<file path="src/hdl/kmp_pkg.sv">
`default_nettype none
package kmp_pkg;

  localparam int MAX_PATTERN = 32;
  localparam int SYM_W = 8;
  localparam int POS_W = 32;
  localparam int IDX_W = (MAX_PATTERN > 1) ? $clog2(MAX_PATTERN) : 1;
  localparam int LEN_W = $clog2(MAX_PATTERN + 1);

  localparam logic OP_PATTERN = 1'b0;
  localparam logic OP_TEXT    = 1'b1;

  typedef enum logic [2:0] {
    S_IDLE,
    S_FETCH,
    S_CMP,
    S_FALL,
    S_TAIL,
    S_EMIT
  } state_e;

  typedef struct packed {
    logic             we;
    logic [IDX_W-1:0] waddr;
    logic [SYM_W-1:0] wdata;
    logic             re;
    logic [IDX_W-1:0] raddr;
  } sym_req_t;

  typedef struct packed {
    logic             we;
    logic [IDX_W-1:0] waddr;
    logic [LEN_W-1:0] wdata;
    logic             re;
    logic [IDX_W-1:0] raddr;
  } pfx_req_t;

  typedef struct packed {
    logic             valid;
    logic [POS_W-1:0] index;
  } emit_t;

endpackage
`default_nettype wire

</file>
<file path="src/hdl/kmp_ram.sv">
`default_nettype none
module kmp_ram #(
  parameter int WIDTH = 8,
  parameter int DEPTH = 32,
  parameter int AW    = (DEPTH > 1) ? $clog2(DEPTH) : 1
) (
  input  wire logic             clk_i,
  input  wire logic             we_i,
  input  wire logic [AW-1:0]    waddr_i,
  input  wire logic [WIDTH-1:0] wdata_i,
  input  wire logic             re_i,
  input  wire logic [AW-1:0]    raddr_i,
  output logic      [WIDTH-1:0] rdata_o
);

  logic [WIDTH-1:0] mem [DEPTH];

  always_ff @(posedge clk_i) begin
    if (we_i) begin
      mem[waddr_i] <= wdata_i;
    end
  end

  always_ff @(posedge clk_i) begin
    if (re_i) begin
      rdata_o <= mem[raddr_i];
    end
  end

endmodule
`default_nettype wire

</file>
<file path="src/hdl/kmp_ctrl.sv">
`default_nettype none
module kmp_ctrl (
  input  wire logic                      clk_i,
  input  wire logic                      rst_ni,
  input  wire logic                      start_i,
  input  wire logic                      op_i,
  input  wire logic [kmp_pkg::SYM_W-1:0] symbol_i,
  input  wire logic                      first_i,
  output logic                           busy_o,
  output kmp_pkg::sym_req_t              sym_req_o,
  input  wire logic [kmp_pkg::SYM_W-1:0] sym_rdata_i,
  output kmp_pkg::pfx_req_t              pfx_req_o,
  input  wire logic [kmp_pkg::LEN_W-1:0] pfx_rdata_i,
  input  wire logic                      emit_free_i,
  output kmp_pkg::emit_t                 emit_o
);
  import kmp_pkg::*;

  localparam logic [POS_W-1:0] POS_MAX = '1;
  localparam logic [LEN_W-1:0] MAX_LEN = LEN_W'(MAX_PATTERN);

  state_e           state_q, state_d;
  logic [LEN_W-1:0] count_q, count_d;
  logic [LEN_W-1:0] build_q, build_d;
  logic [LEN_W-1:0] matched_q, matched_d;
  logic [POS_W-1:0] pos_q, pos_d;
  logic [POS_W-1:0] tpos_q, tpos_d;
  logic [POS_W-1:0] mi_q, mi_d;
  logic [LEN_W-1:0] cur_q, cur_d;
  logic [LEN_W-1:0] idx_q, idx_d;
  logic [SYM_W-1:0] sym_q, sym_d;
  logic             text_q, text_d;

  logic [LEN_W-1:0] eff_count, eff_build, eff_matched, nl;
  logic [POS_W-1:0] eff_pos;
  logic             eq, lim;

  always_ff @(posedge clk_i or negedge rst_ni) begin
    if (!rst_ni) begin
      state_q   <= S_IDLE;
      count_q   <= '0;
      build_q   <= '0;
      matched_q <= '0;
      pos_q     <= '0;
    end else begin
      state_q   <= state_d;
      count_q   <= count_d;
      build_q   <= build_d;
      matched_q <= matched_d;
      pos_q     <= pos_d;
    end
  end

  always_ff @(posedge clk_i) begin
    tpos_q <= tpos_d;
    mi_q   <= mi_d;
    cur_q  <= cur_d;
    idx_q  <= idx_d;
    sym_q  <= sym_d;
    text_q <= text_d;
  end

  always_comb begin
    state_d   = state_q;
    count_d   = count_q;
    build_d   = build_q;
    matched_d = matched_q;
    pos_d     = pos_q;
    tpos_d    = tpos_q;
    mi_d      = mi_q;
    cur_d     = cur_q;
    idx_d     = idx_q;
    sym_d     = sym_q;
    text_d    = text_q;
    sym_req_o = '0;
    pfx_req_o = '0;
    emit_o    = '0;
    busy_o    = (state_q != S_IDLE);

    eff_count   = first_i ? '0 : count_q;
    eff_build   = first_i ? '0 : build_q;
    eff_matched = first_i ? '0 : matched_q;
    eff_pos     = first_i ? '0 : pos_q;

    eq  = (sym_rdata_i == sym_q);
    lim = (cur_q < idx_q);
    nl  = (eq && (text_q || lim)) ? cur_q + LEN_W'(1) : cur_q;

    case (state_q)
      S_IDLE: begin
        if (start_i) begin
          sym_d  = symbol_i;
          text_d = op_i;
          if (op_i == OP_PATTERN) begin
            if (first_i) begin
              count_d   = '0;
              build_d   = '0;
              matched_d = '0;
            end
            if (eff_count < MAX_LEN) begin
              sym_req_o.we    = 1'b1;
              sym_req_o.waddr = eff_count[IDX_W-1:0];
              sym_req_o.wdata = symbol_i;
              idx_d           = eff_count;
              if (eff_count == '0) begin
                pfx_req_o.we    = 1'b1;
                pfx_req_o.waddr = '0;
                pfx_req_o.wdata = '0;
                build_d         = '0;
                count_d         = LEN_W'(1);
              end else begin
                cur_d   = eff_build;
                state_d = S_FETCH;
              end
            end
          end else begin
            tpos_d    = eff_pos;
            pos_d     = (eff_pos == POS_MAX) ? eff_pos : eff_pos + POS_W'(1);
            matched_d = eff_matched;
            if (count_q != '0) begin
              cur_d   = (eff_matched >= count_q) ? '0 : eff_matched;
              state_d = S_FETCH;
            end
          end
        end
      end
      S_FETCH: begin
        sym_req_o.re    = 1'b1;
        sym_req_o.raddr = cur_q[IDX_W-1:0];
        state_d         = S_CMP;
      end
      S_CMP: begin
        if (cur_q != '0 && !eq && (text_q || lim)) begin
          pfx_req_o.re    = 1'b1;
          pfx_req_o.raddr = cur_q[IDX_W-1:0] - IDX_W'(1);
          state_d         = S_FALL;
        end else if (!text_q) begin
          pfx_req_o.we    = 1'b1;
          pfx_req_o.waddr = idx_q[IDX_W-1:0];
          pfx_req_o.wdata = nl;
          build_d         = nl;
          count_d         = idx_q + LEN_W'(1);
          state_d         = S_IDLE;
        end else if (nl == count_q) begin
          mi_d            = tpos_q - POS_W'(count_q - LEN_W'(1));
          pfx_req_o.re    = 1'b1;
          pfx_req_o.raddr = count_q[IDX_W-1:0] - IDX_W'(1);
          state_d         = S_TAIL;
        end else begin
          matched_d = nl;
          state_d   = S_IDLE;
        end
      end
      S_FALL: begin
        cur_d           = pfx_rdata_i;
        sym_req_o.re    = 1'b1;
        sym_req_o.raddr = pfx_rdata_i[IDX_W-1:0];
        state_d         = S_CMP;
      end
      S_TAIL: begin
        matched_d = pfx_rdata_i;
        state_d   = S_EMIT;
      end
      S_EMIT: begin
        if (emit_free_i) begin
          emit_o.valid = 1'b1;
          emit_o.index = mi_q;
          state_d      = S_IDLE;
        end
      end
      default: begin
        state_d = S_IDLE;
      end
    endcase
  end

endmodule
`default_nettype wire

</file>
<file path="src/hdl/kmp_stream_pattern_matcher_unit.sv">
// Sequencing: a pattern byte stays idle when it is the first, restarts to an empty pattern or
// overflows, else it goes through fetch and compare, plus fallback and compare per failure link;
// a text byte stays idle with no pattern, else likewise, then tail and emit on a match.
// Throughput: one byte at a time; each fallback costs a prefix-table read and a store read;
// a match also holds in the emit state for every cycle the output beat stays stalled.
// Reset: rst_ni clears counts, matcher and position; store and table hold junk until loaded.
`default_nettype none
module kmp_stream_pattern_matcher_unit (
  input  wire logic                      clk_i,
  input  wire logic                      rst_ni,
  input  wire logic                      in_valid_i,
  output logic                           in_stall_o,
  input  wire logic                      op_i,
  input  wire logic [kmp_pkg::SYM_W-1:0] symbol_i,
  input  wire logic                      first_i,
  output logic                           out_valid_o,
  input  wire logic                      out_stall_i,
  output logic      [kmp_pkg::POS_W-1:0] match_index_o
);
  import kmp_pkg::*;

  sym_req_t         sym_req;
  pfx_req_t         pfx_req;
  emit_t            emit;
  logic [SYM_W-1:0] sym_rdata;
  logic [LEN_W-1:0] pfx_rdata;
  logic             busy;
  logic             out_valid_q;
  logic [POS_W-1:0] out_index_q;
  logic             emit_free;

  assign in_stall_o    = busy;
  assign out_valid_o   = out_valid_q;
  assign match_index_o = out_index_q;
  assign emit_free     = !out_valid_q || !out_stall_i;

  kmp_ctrl u_ctrl (
    .clk_i       (clk_i),
    .rst_ni      (rst_ni),
    .start_i     (in_valid_i && !busy),
    .op_i        (op_i),
    .symbol_i    (symbol_i),
    .first_i     (first_i),
    .busy_o      (busy),
    .sym_req_o   (sym_req),
    .sym_rdata_i (sym_rdata),
    .pfx_req_o   (pfx_req),
    .pfx_rdata_i (pfx_rdata),
    .emit_free_i (emit_free),
    .emit_o      (emit)
  );

  kmp_ram #(
    .WIDTH (SYM_W),
    .DEPTH (MAX_PATTERN),
    .AW    (IDX_W)
  ) u_sym_ram (
    .clk_i   (clk_i),
    .we_i    (sym_req.we),
    .waddr_i (sym_req.waddr),
    .wdata_i (sym_req.wdata),
    .re_i    (sym_req.re),
    .raddr_i (sym_req.raddr),
    .rdata_o (sym_rdata)
  );

  kmp_ram #(
    .WIDTH (LEN_W),
    .DEPTH (MAX_PATTERN),
    .AW    (IDX_W)
  ) u_pfx_ram (
    .clk_i   (clk_i),
    .we_i    (pfx_req.we),
    .waddr_i (pfx_req.waddr),
    .wdata_i (pfx_req.wdata),
    .re_i    (pfx_req.re),
    .raddr_i (pfx_req.raddr),
    .rdata_o (pfx_rdata)
  );

  always_ff @(posedge clk_i or negedge rst_ni) begin
    if (!rst_ni) begin
      out_valid_q <= 1'b0;
    end else if (emit.valid) begin
      out_valid_q <= 1'b1;
    end else if (!out_stall_i) begin
      out_valid_q <= 1'b0;
    end
  end

  always_ff @(posedge clk_i) begin
    if (emit.valid) begin
      out_index_q <= emit.index;
    end
  end

endmodule
`default_nettype wire

</file>
<file path="config.mk">
export PLATFORM = sky130hd
export DESIGN_NAME = kmp_stream_pattern_matcher_unit
export DESIGN_NICKNAME = d
export VERILOG_FILES = /design/src/hdl/kmp_pkg.sv /design/src/hdl/kmp_ram.sv /design/src/hdl/kmp_ctrl.sv /design/src/hdl/kmp_stream_pattern_matcher_unit.sv
export SDC_FILE = /design/constraint.sdc
export NUM_CORES = 1
export LEC_CHECK = 0
export BUFFER_PORTS_ARGS = -buffer_cell sky130_fd_sc_hd__buf_2
export CAP_MARGIN = 10
export CORE_UTILIZATION = 45
export DETAILED_ROUTE_END_ITERATION = 10
export GPL_ROUTABILITY_DRIVEN = 1
export SKIP_LAST_GASP = 1
export SYNTH_ARGS = -nofsm -noshare
export SYNTH_HDL_FRONTEND = slang
export SYNTH_SLANG_ARGS = --single-unit
export TNS_END_PERCENT = 100
</file>
<file path="constraint.sdc">
create_clock -name clk_i -period 4.2 [get_ports clk_i]
set_input_delay 0.42 -clock clk_i [delete_from_list [all_inputs] [get_ports clk_i]]
set_output_delay 0.42 -clock clk_i [all_outputs]
set_load 0.005 [all_outputs]
</file>
# Yosys cells after proc, flatten, opt, wreduce, memory -nomap -nowiden
# Memories as Yosys holds them, arrays and structs flattened. A register that Yosys moved wholly into a read port is not among the register bits.
# Index checks and enable logic that the tools add are counted.
# classes
n_eq_ne	19
magnitude_cmp	3
reduce_logical	28
muxes	66
addsub	7
bitwise	2
# ops
op	count
$mux 6	30
$mux 12	6
$mux 33	2
$mux 32	2
$mux 14	4
$pmux 6 s2	4
$add 32x1->32 const B	1
$eq 32x32->1 const B	1
$sub 32x32->32	1
$mux 3	9
$pmux 12 s2	1
$reduce_and 5->1	4
$pmux 6 s3	1
$pmux 3 s5	1
$add 6x1->6 const B	2
$reduce_bool 6->1	2
$ne 2x2->1 const B	5
$sub 5x1->5 const B	2
$eq 8x8->1	1
$reduce_and 4->1	2
$sub 6x1->7 const B	1
$eq 3x2->1 const B	2
$eq 3x3->1 const B	2
$eq 6x6->1	1
19 further kinds	38
# totals
regBits	171
inputBits	14
wordCells	140
ramBits	448
output_inout_bits	34
memories	2
# memory_table
memory	words	width	rd	rd_clocked_by_memory_dff	write_ports	line_no	text
u_sym_ram.mem	32	8	1	1	1	kmp_ram.sv:16	logic [WIDTH-1:0] mem [DEPTH];
u_pfx_ram.mem	32	6	1	1	1	kmp_ram.sv:16	

# Depth between registers and ports, before layout
# Gate-level depths: netlist of run 1.
# logic_depth
depth_word	9
mapped_depth	18
ltp_nobuf	17

# Modules after synthesis
# From an unflattened synthesis of run 1, not the netlist that was laid out.
# unflattened
cells_unflattened	1665
hier_area_um2	27500.1
# modules_own_cells
module	seq_area_each_um2	n_inst	area_per_inst_um2	cells_per_inst
kmp_ram (u_sym_ram)	7927.6	1	10133.5	417
kmp_ctrl	3878.7	1	8713.4	889
kmp_ram (u_pfx_ram)	5945.7	1	7649.8	323
kmp_stream_pattern_matcher_unit	985.9	1	1003.5	36

# Worst setup path before layout of run 1
# OpenSTA, ideal clock, no wires.
# synth_path
path_type	register to register
startpoint	register u_ctrl.idx_q[2]
endpoint	register u_ctrl.mi_q[0] (enable)
path_slack_ps	-120
required_ps	3779
path_buffers	1
period_less_slack_ps	4320
stages_incl_launch_ff	13
t_arrival_ps	3899
setup_time_ps	421
path_cell_list	edfxtp_1 -> clkbuf_1 -> inv_1 -> ha_1 -> a21oi_1 -> o21ai_4 -> a21oi_4 -> nand3_1 -> xnor2_1 -> nor4_4 -> and2_1 -> nand2_1 -> nor2_1
# synth_between
elab_chain_len	6
word_cells_on_any_way	8
cone_classes	order compare: 1; eq/ne: 1; mux: 1; bitwise: 1; reduce/logical: 4
# synth_lines
element	line_no	text
start, declared	kmp_ctrl.sv:30	logic [LEN_W-1:0] idx_q, idx_d;
start signal, assigned	kmp_ctrl.sv:58	idx_q <= idx_d;
$lt 6x6->1 *	kmp_ctrl.sv:86	lim = (cur_q < idx_q);
$logic_or 1x1->1 *	kmp_ctrl.sv:87, kmp_ctrl.sv:133	
$logic_and 1x1->1	kmp_ctrl.sv:87	nl = (eq && (text_q || lim)) ? cur_q + LEN_W'(1) : cur_q;
$mux 6	kmp_ctrl.sv:87	
$eq 6x6->1	kmp_ctrl.sv:144	end else if (nl == count_q) begin
$reduce_and 4->1 (no line) *	-	
end signal, assigned	kmp_ctrl.sv:56	mi_q <= mi_d;
end, declared	kmp_ctrl.sv:28	logic [POS_W-1:0] mi_q, mi_d;
# Every way passes the cells marked *; elsewhere a longest branch is shown, timed or not.
# A chain may end at the register's enable or synchronous reset.

# Worst setup path after layout of run 1
# layout_path
startpoint	register u_ctrl.idx_q[4]
endpoint	register u_pfx_ram.rdata_o[4] (read register of u_pfx_ram.mem), data pin
# layout_between
elab_chain_len	9
word_cells_on_any_way	10
cone_classes	order compare: 1; eq/ne: 1; mux: 5; reduce/logical: 3
# layout_lines
element	line_no	text
$lt 6x6->1 *	kmp_ctrl.sv:86	
$logic_or 1x1->1 *	kmp_ctrl.sv:87, kmp_ctrl.sv:133	
$logic_and 1x1->1	kmp_ctrl.sv:87	
$mux 6	kmp_ctrl.sv:87	
$eq 6x6->1	kmp_ctrl.sv:144	
$mux 6	kmp_ctrl.sv:144	
$mux 6	kmp_ctrl.sv:137	end else if (!text_q) begin
$mux 6 *	kmp_ctrl.sv:133	if (cur_q != '0 && !eq && (text_q || lim)) begin
$mux 6 *	kmp_ctrl.sv:89	case (state_q)
end, declared	kmp_ram.sv:13	output logic [WIDTH-1:0] rdata_o
# Marked as above.

==> results of run 1 <==
-- routing by layer --
| layer | wire length (um) | up-vias | track usage |
|---|---|---|---|
| met1 | 29800 | 8573 | 0.287 |
| met5 | 0 | - | 0 |
| met3 | 3260 | 127 | 0.0382 |
| met4 | 2090 | 0 | 0.0787 |
| met2 | 32000 | 480 | 0.345 |
| li1 | - | 8289 | - |
-- sequential cells by signal (all words and copies together), names as in the netlist, 3 cells and up --
register           count
u_pfx_ram.rdata_o      6
match_index_o         32
u_ctrl.count_q         6
u_ctrl.matched_q       6
u_ctrl.cur_q           6
u_ctrl.pos_q          32
u_ctrl.state_q         3
u_sym_ram.mem        256
u_pfx_ram.mem        192
u_ctrl.sym_q           8
u_ctrl.build_q         6
u_ctrl.idx_q           6
u_ctrl.mi_q           32
u_sym_ram.rdata_o      8
u_ctrl.tpos_q         32
-- worst max-delay path, cell delays in order (launching register included) --
cell                       delay [ps]
sky130_fd_sc_hd__edfxtp_1         460
sky130_fd_sc_hd__inv_1            180
sky130_fd_sc_hd__ha_1             270
sky130_fd_sc_hd__and4b_1          250
sky130_fd_sc_hd__a21oi_4          260
sky130_fd_sc_hd__nand2_1          170
sky130_fd_sc_hd__xnor3_1          270
sky130_fd_sc_hd__nor2_2           310
sky130_fd_sc_hd__a41o_2           360
sky130_fd_sc_hd__buf_12           220
sky130_fd_sc_hd__mux2i_1          350
sky130_fd_sc_hd__mux2i_1          140
sky130_fd_sc_hd__mux2i_1          140
sky130_fd_sc_hd__mux2i_1           90
sky130_fd_sc_hd__mux2_2           270
-- repair_timing --
item / in CTS / in global routing
resized for setup: 0 / 20
hold buffers: 7 / 0
endpoints found under the setup margin: 0 / 10
endpoints found under the hold margin: 27 / 0
setup buffers: 0 / 6
-- logic make-up after synthesis --
family | synth area share
AND/OR/NAND/NOR | 0.128
flip-flops | 0.670
AO/OA/AOI/OAI | 0.101
buffers and inverters | 0.0245
XOR/XNOR | 0.0287
multiplexers | 0.0254
adder cells (fa/ha/maj) | 0.0222
-- power by group through the flow --
| stage | Sequential [mW] | Clock (mW) | Combinational, mW |
|---|---|---|---|
| finish | 7.74 | 5.99 | 8.15 |
| global route | 7.77 | 6.34 | 8.88 |
| CTS | 7.74 | 6.12 | 8.01 |
| floorplan | 7.77 | 0 | 5.45 |
| global placement | 7.86 | 0 | 7.85 |
| detailed placement | 7.86 | 0 | 7.97 |
-- cells in the final DEF (no fill, tap or decap), types with 8 or more instances in the layout --
cell type and n:
sky130_fd_sc_hd__a21o_1 25, sky130_fd_sc_hd__nor2b_1 39, sky130_fd_sc_hd__clkbuf_1 16, sky130_fd_sc_hd__o21ai_0 30
sky130_fd_sc_hd__a311oi_1 32, sky130_fd_sc_hd__xnor2_1 57, sky130_fd_sc_hd__buf_2 47, sky130_fd_sc_hd__ha_1 47
sky130_fd_sc_hd__a31oi_1 36, sky130_fd_sc_hd__and3_1 13, sky130_fd_sc_hd__mux2_2 9, sky130_fd_sc_hd__buf_4 107
sky130_fd_sc_hd__and2_0 15, sky130_fd_sc_hd__o22ai_1 15, sky130_fd_sc_hd__a22oi_1 10, sky130_fd_sc_hd__nand4_1 19
sky130_fd_sc_hd__a221oi_1 13, sky130_fd_sc_hd__clkinv_1 12, sky130_fd_sc_hd__nand3_1 51, sky130_fd_sc_hd__nor3_1 24
sky130_fd_sc_hd__inv_1 48, sky130_fd_sc_hd__a211oi_1 92, sky130_fd_sc_hd__nand2_1 304, sky130_fd_sc_hd__and2_1 96
sky130_fd_sc_hd__clkbuf_16 72, sky130_fd_sc_hd__edfxtp_1 579, sky130_fd_sc_hd__a32oi_1 11, sky130_fd_sc_hd__a32o_1 8
sky130_fd_sc_hd__nor2_1 146, sky130_fd_sc_hd__a21oi_1 81, sky130_fd_sc_hd__clkinv_2 9, sky130_fd_sc_hd__dfrtp_1 54
sky130_fd_sc_hd__mux2i_1 56, sky130_fd_sc_hd__xor2_1 32, sky130_fd_sc_hd__nand2b_1 13
-- layout make-up --
cell class / count / area [sq um] / area share
Clock inverter: 33 / 374 / 0.0116
Sequential cell: 633 / 18700 / 0.583
Timing Repair Buffer: 167 / 1220 / 0.0380
Multi-Input combinational cell: 1372 / 8710 / 0.271
Inverter: 49 / 184 / 0.00572
Clock buffer: 88 / 1860 / 0.0579
Tap cell: 837 / 1050 / 0.0326
-- final timing paths --
kind                                         to  slack [ps]  cells after the start
setup / recovery           u_pfx_ram.rdata_o[4]         190                     14
hold / removal                  u_ctrl.sym_q[2]          40                      1
setup reg to reg           u_pfx_ram.rdata_o[4]         190                     14
hold reg to reg             u_ctrl.matched_q[1]         480                      1
max in group asynchronous      u_ctrl.pos_q[12]        3000                      3
min in group asynchronous      u_ctrl.pos_q[28]         330                      2
-- per-stage QoR --
stage | cells | instance area (sq um) | setup slack (ps)
after floorplan | 2163 | 28000 | 173
after global placement | 3045 | 29700 | 128
after detailed placement | 3045 | 29700 | 80.2
after CTS | 3173 | 32000 | 51.4
after global routing | 3179 | 32100 | -68.3
final | 3179 | 32100 | 186
==> load_flow_metrics.sql, run 1 <==
INSERT INTO impl_metrics (metric_group, metric, value, unit) VALUES
('yosys', 'ys_async_sr_fraction', '0.0853', ''),
('global_route', 'grt_first_pass_wirelength', '103', 'mm'),
('yosys', 'most_frequent_cell_after_synthesis', 'sky130_fd_sc_hd__edfxtp_1', ''),
('clocking', 'root_buffer', 'sky130_fd_sc_hd__clkbuf_16', ''),
('yosys', 'synth_common_cells', 'sky130_fd_sc_hd__edfxtp_1 (579), sky130_fd_sc_hd__nand2_1 (306), sky130_fd_sc_hd__nor2_1 (157)', ''),
('yosys', 'yosysTopAreaCellShare', '0.622', ''),
('pwr', 'total_power', '21.9', 'mW'),
('detailed_routing', 'viasPerCell', '5.50', ''),
('yosys', 'top_flip_flop_cell_by_instance_count_after_synthesis', 'sky130_fd_sc_hd__edfxtp_1', ''),
('clocking', 'cts.sinks', '633', ''),
('global_route', 'vias_in_the_first_global_route', '17400', ''),
('yosys', 'yosysWarnings', '0', ''),
('yosys', 'mappedNetlistArea', '28000', 'sq um'),
('critical_path', 'critical_path.startpoint_type', 'register', ''),
('floorplanning', 'dieArea', '63100', 'sq um'),
('sta', 'finalSetupViolations', '0', ''),
('yosys', 'synth_area_per_cell', '12.9', 'sq um'),
('detailed_routing', 'first_iter_violations', '1343', ''),
('pwr', 'combPwrFrac', '0.372', ''),
('detailed_routing', 'routed_wl', '67.2', 'mm'),
('finish', 'drive_gt1_frac', '0.132', ''),
('yosys', 'synth.lib_cells_used.distinct', '76', ''),
('pwr', 'static-leakage-power', '11.4', 'nW'),
('detailed_routing', 'avgRoutedWirePerCell', '21.1', 'um'),
('global_route', 'grt.total_usage', '0.213', ''),
('critical_path', 'required', '4560', 'ps'),
('clocking', 'cts_tree', 'done', ''),
('yosys', 'syn-num-nets', '2226', ''),
('sta', 'tightest_slew', '928', 'ps'),
('yosys', 'flip_flop_and_latch_count_after_synthesis', '633', ''),
('sta', 'unrepaired_setup_endpoints_after_global_routing', 'true', ''),
('sta', 'achievable-frequency', '249', 'MHz'),
('global_route', 'antenna_found_initial', '0', ''),
('placement', 'gpl.final_weighted_congestion', '0.892', ''),
('sta', 'hold_violations', '0', ''),
('critical_path', 'criticalPathCategory', 'register to register', ''),
('floorplanning', 'placementRows', '91', ''),
('floorplanning', 'initial_core_utilization', '0.454', ''),
('detailed_routing', 'drt_drc_violations_left', '0', ''),
('global_route', 'grt_remaining_overflow', '0', ''),
('clocking', 'htree_levels', '3', ''),
('sta', 'totalNegativeSetupSlack', '0', 'ps'),
('placement', 'port_buffers', '47', ''),
('finish', 'area_growth', '15.0', '%'),
('finish', 'final_net_count', '2356', ''),
('critical_path', 'worstSetupStartpoint', 'u_ctrl.idx_q[4]', ''),
('yosys', 'synth_area_leaders', 'sky130_fd_sc_hd__edfxtp_1 (62%), sky130_fd_sc_hd__dfrtp_1 (4.8%), sky130_fd_sc_hd__nand2_1 (4.1%)', ''),
('critical_path', 'critical_path.max_fanout', '23', ''),
('run', 'max-cap-violations', '0', ''),
('pwr', 'p_seq_frac', '0.354', ''),
('placement', 'detailedPlacementHpwl', '44.3', 'mm'),
('pwr', 'worst_ir_drop_vdd', '0.637', 'mV'),
('yosys', 'synth_enable_flop_cells', '579', ''),
('sta', 'finalHoldWorstSlack', '36.1', 'ps'),
('floorplanning', 'io_pins', '48', ''),
('yosys', 'netlist.top_cell.by_area', 'sky130_fd_sc_hd__edfxtp_1', ''),
('finish', 'final.fill_count', '5185', ''),
('clocking', 'clk_latency', '620', 'ps'),
('critical_path', 'critical_r2r_launch', 'u_ctrl.idx_q[4]', ''),
('min_path', 'hold_path.class', 'primary input to register', ''),
('pwr', 'power.density', '681', 'nW/um^2'),
('floorplanning', 'chipWidth', '251', 'um'),
('sta', 'period_needed', '4010', 'ps'),
('sta', 'worst_slew_margin_rel', '0.380', ''),
('clocking', 'cts.clk_slew.worst_paths', '60', 'ps'),
('finish', 'diodes', '0', ''),
('floorplanning', 'die_height', '251', 'um'),
('clocking', 'max-clock-path-buffers', '3', ''),
('run_status', 'outcome', 'completed', ''),
('global_route', 'grt_start_max_net_pins', '65', ''),
('sta', 'final.period_utilization', '0.956', '');
Note: power is estimated with default switching activity, not from simulation.
==> inputs of run 2 (changes only) <==
--- a/config.mk
+++ b/config.mk
@@ -10,6 +10,7 @@
 export CORE_UTILIZATION = 45
 export DETAILED_ROUTE_END_ITERATION = 10
 export GPL_ROUTABILITY_DRIVEN = 1
+export PLACE_DENSITY = 0.64
 export SKIP_LAST_GASP = 1
 export SYNTH_ARGS = -nofsm -noshare
 export SYNTH_HDL_FRONTEND = slang
==> run 2 against run 1 <==
Against the previous run: worst setup slack better by 25 ps; routed wire length is 3.2% lower; clock-buffer cell count fell by 3; die area stayed put; fmax rose by 0.63%; critical path depth up 2; core utilization is essentially flat; clock power is 5.0% lower; sequential cell count did not move; via count up 1.1%; clock skew rose by 1.8 ps; largest power group unchanged.
==> load_flow_metrics.sql, run 2 (synthesized netlist as in run 1, its figures left out) <==
INSERT INTO impl_metrics (metric_group, metric, value, unit) VALUES
('run_status', 'outcome', 'completed', ''),
('clocking', 'max-clock-path-buffers', '3', ''),
('global_route', 'grt_first_pass_wirelength', '100', 'mm'),
('clocking', 'cts.sinks', '633', ''),
('critical_path', 'critical_r2r_launch', 'u_ctrl.count_q[2]', ''),
('floorplanning', 'chipWidth', '251', 'um'),
('global_route', 'vias_in_the_first_global_route', '17500', ''),
('critical_path', 'criticalPathCategory', 'register to register', ''),
('finish', 'seqCellArea', '18700', 'sq um'),
('sta', 'slew_viol_final', '0', ''),
('detailed_routing', 'ant_nets', '0', ''),
('critical_path', 'required', '4560', 'ps'),
('pwr', 'power.density', '671', 'nW/um^2'),
('critical_path', 'critical_path.startpoint_type', 'register', ''),
('detailed_routing', 'first_pass_iters', '6', ''),
('finish', 'final_common_cell', 'sky130_fd_sc_hd__edfxtp_1', ''),
('sta', 'clock-skew-final', '24.3', 'ps'),
('clocking', 'tritoncts.num_buffers', '67', ''),
('finish', 'area_growth', '14.9', '%'),
('global_route', 'grt_start_max_net_pins', '81', ''),
('sta', 'tightest_slew', '941', 'ps'),
('floorplanning', 'fp.coreArea', '61600', 'sq um'),
('clocking', 'root_buffer', 'sky130_fd_sc_hd__clkbuf_16', ''),
('finish', 'drive_gt1_frac', '0.136', ''),
('placement', 'gpl.final_weighted_congestion', '0.857', ''),
('sta', 'totalNegativeSetupSlack', '0', 'ps'),
('clocking', 'clk_latency', '620', 'ps'),
('floorplanning', 'die_height', '251', 'um'),
('sta', 'hold_violations', '0', ''),
('clocking', 'cts.clk_slew.worst_paths', '60', 'ps'),
('critical_path', 'cp_data_arrival_time', '4350', 'ps'),
('detailed_routing', 'avgRoutedWirePerCell', '20.4', 'um'),
('sta', 'finalSetupViolations', '0', ''),
('global_route', 'grt_remaining_overflow', '0', ''),
('clocking', 'htree_levels', '3', ''),
('floorplanning', 'placementRows', '91', ''),
('sta', 'period_needed', '3990', 'ps'),
('floorplanning', 'initial_core_utilization', '0.454', ''),
('sta', 'achievable-frequency', '251', 'MHz'),
('placement', 'port_buffers', '47', ''),
('clocking', 'cts_tree', 'done', ''),
('finish', 'largest_register_ffs', '256', ''),
('finish', 'final.fill_count', '5170', ''),
('finish', 'final_core_utilization', '0.521', ''),
('global_route', 'grt.total_usage', '0.207', ''),
('floorplanning', 'dieArea', '63100', 'sq um'),
('finish', 'regMostFlops', 'u_sym_ram.mem', ''),
('critical_path', 'timing.critical_path.to_type', 'register', ''),
('detailed_routing', 'num_vias', '17700', ''),
('critical_path', 'worstSetupStartpoint', 'u_ctrl.count_q[2]', ''),
('detailed_routing', 'first_iter_violations', '1414', ''),
('pwr', 'static-leakage-power', '11.4', 'nW'),
('sta', 'worst_slew_margin_rel', '0.371', ''),
('finish', 'most-common-layout-cells', 'sky130_fd_sc_hd__edfxtp_1 (579), sky130_fd_sc_hd__nand2_1 (304), sky130_fd_sc_hd__nor2_1 (146), sky130_fd_sc_hd__buf_4 (111), sky130_fd_sc_hd__and2_1 (96)', ''),
('floorplanning', 'io_pins', '48', ''),
('global_route', 'antenna_found_initial', '0', ''),
('min_path', 'worstHoldStart', 'out_stall_i', ''),
('finish', 'biggestRegsByFlops', 'u_sym_ram.mem (256), u_pfx_ram.mem (192)', ''),
('sta', 'unrepaired_setup_endpoints_after_global_routing', 'true', ''),
('detailed_routing', 'drt_drc_violations_left', '0', ''),
('detailed_routing', 'viasPerCell', '5.55', ''),
('finish', 'diodes', '0', ''),
('critical_path', 'critical_path.max_fanout', '7', ''),
('sta', 'final.period_utilization', '0.950', ''),
('min_path', 'hold_path.class', 'primary input to register', ''),
('critical_path', 'r2r_setup_slack', '210', 'ps'),
('finish', 'final_net_count', '2360', ''),
('placement', 'detailedPlacementHpwl', '43.4', 'mm'),
('detailed_routing', 'routed_wl', '65.1', 'mm'),
('pwr', 'worst_ir_drop_vdd', '0.400', 'mV'),
('run', 'max-cap-violations', '0', ''),
('finish', 'multi_input_logic_area', '8730', 'sq um');
## run 2: changes by cell type in the layout (fill, tap and decap cells not counted), sizes merged
cell and change:
clkbuf -3, clkinvlp +1, buf +5, clkinv +1, dlygate4sd3 +2, inv +1, bufinv -3
## run 2: area by class of cell
cell class                 instances  area share
tap                              837      0.0326
clock inverter                    33      0.0101
clock buffer                      85      0.0556
timing repair buffer             174      0.0403
inverter                          49     0.00573
multi-input combinational       1372       0.272
sequential                       633       0.584
## run 2: stage by stage
| stage | total power, mW | instance area, sq um | setup slack (ps) | std cells | hold slack, ps |
|---|---|---|---|---|---|
| 2_1_floorplan | 13.2 | 28000 | 173 | 2163 | 124 |
| 3_3_place_gp | 15.6 | 29800 | 148 | 3053 | 391 |
| 3_5_place_dp | 15.8 | 29800 | -3.36 | 3053 | 402 |
| 4_1_cts | 21.5 | 32000 | 5.48 | 3180 | 38.9 |
| 5_1_grt | 22.7 | 32100 | -29.0 | 3183 | 80.2 |
| 6_report | 21.6 | 32100 | 211 | 3183 | 66.4 |
## run 2: what timing repair did
item                                    4_1_cts  5_1_grt
buffers inserted                              0        2
endpoints found under the setup margin        2       11
hold endpoints to repair                     25        0
hold buffers                                  9        0
pin swaps                                     0        1
gates resized for setup                       2       22
## run 2: critical path: stages, from the launching register on
cell	delay (ps)
sky130_fd_sc_hd__dfrtp_1	390
sky130_fd_sc_hd__buf_4	190
sky130_fd_sc_hd__nor3_1	250
sky130_fd_sc_hd__xnor2_1	290
sky130_fd_sc_hd__ha_1	370
sky130_fd_sc_hd__o21a_1	120
sky130_fd_sc_hd__o31a_1	150
sky130_fd_sc_hd__o211ai_1	180
sky130_fd_sc_hd__and2_1	270
sky130_fd_sc_hd__a211oi_2	130
sky130_fd_sc_hd__o31ai_1	300
sky130_fd_sc_hd__nand2b_1	160
sky130_fd_sc_hd__nand4_1	170
sky130_fd_sc_hd__a311oi_2	130
sky130_fd_sc_hd__a211oi_1	360
sky130_fd_sc_hd__a21oi_1	140
sky130_fd_sc_hd__xnor2_1	140
## run 2: worst paths after layout
kind / endpoint / depth (start not counted)
worst min register to register: u_ctrl.matched_q[1] / 1
worst max-delay path: u_ctrl.mi_q[31] / 16
worst min-delay path: out_valid_o / 3
worst max register to register: u_ctrl.mi_q[31] / 16
max in group asynchronous: u_ctrl.count_q[0] / 3
min in group asynchronous: u_ctrl.matched_q[5] / 2
## run 2: routing by layer
metal  vias to the layer above  wire length (um)  track usage
met3                       135              4010       0.0389
met5                         -                 0            0
met4                         0              1980       0.0718
li1                       8296                 -            -
met2                       530             30400        0.331
met1                      8697             28600        0.284
## run 2: power breakdown
part	switching (mW)	internal [mW]
sequential	0.266	7.51
combinational	5.06	3.04
clock	2.45	3.24
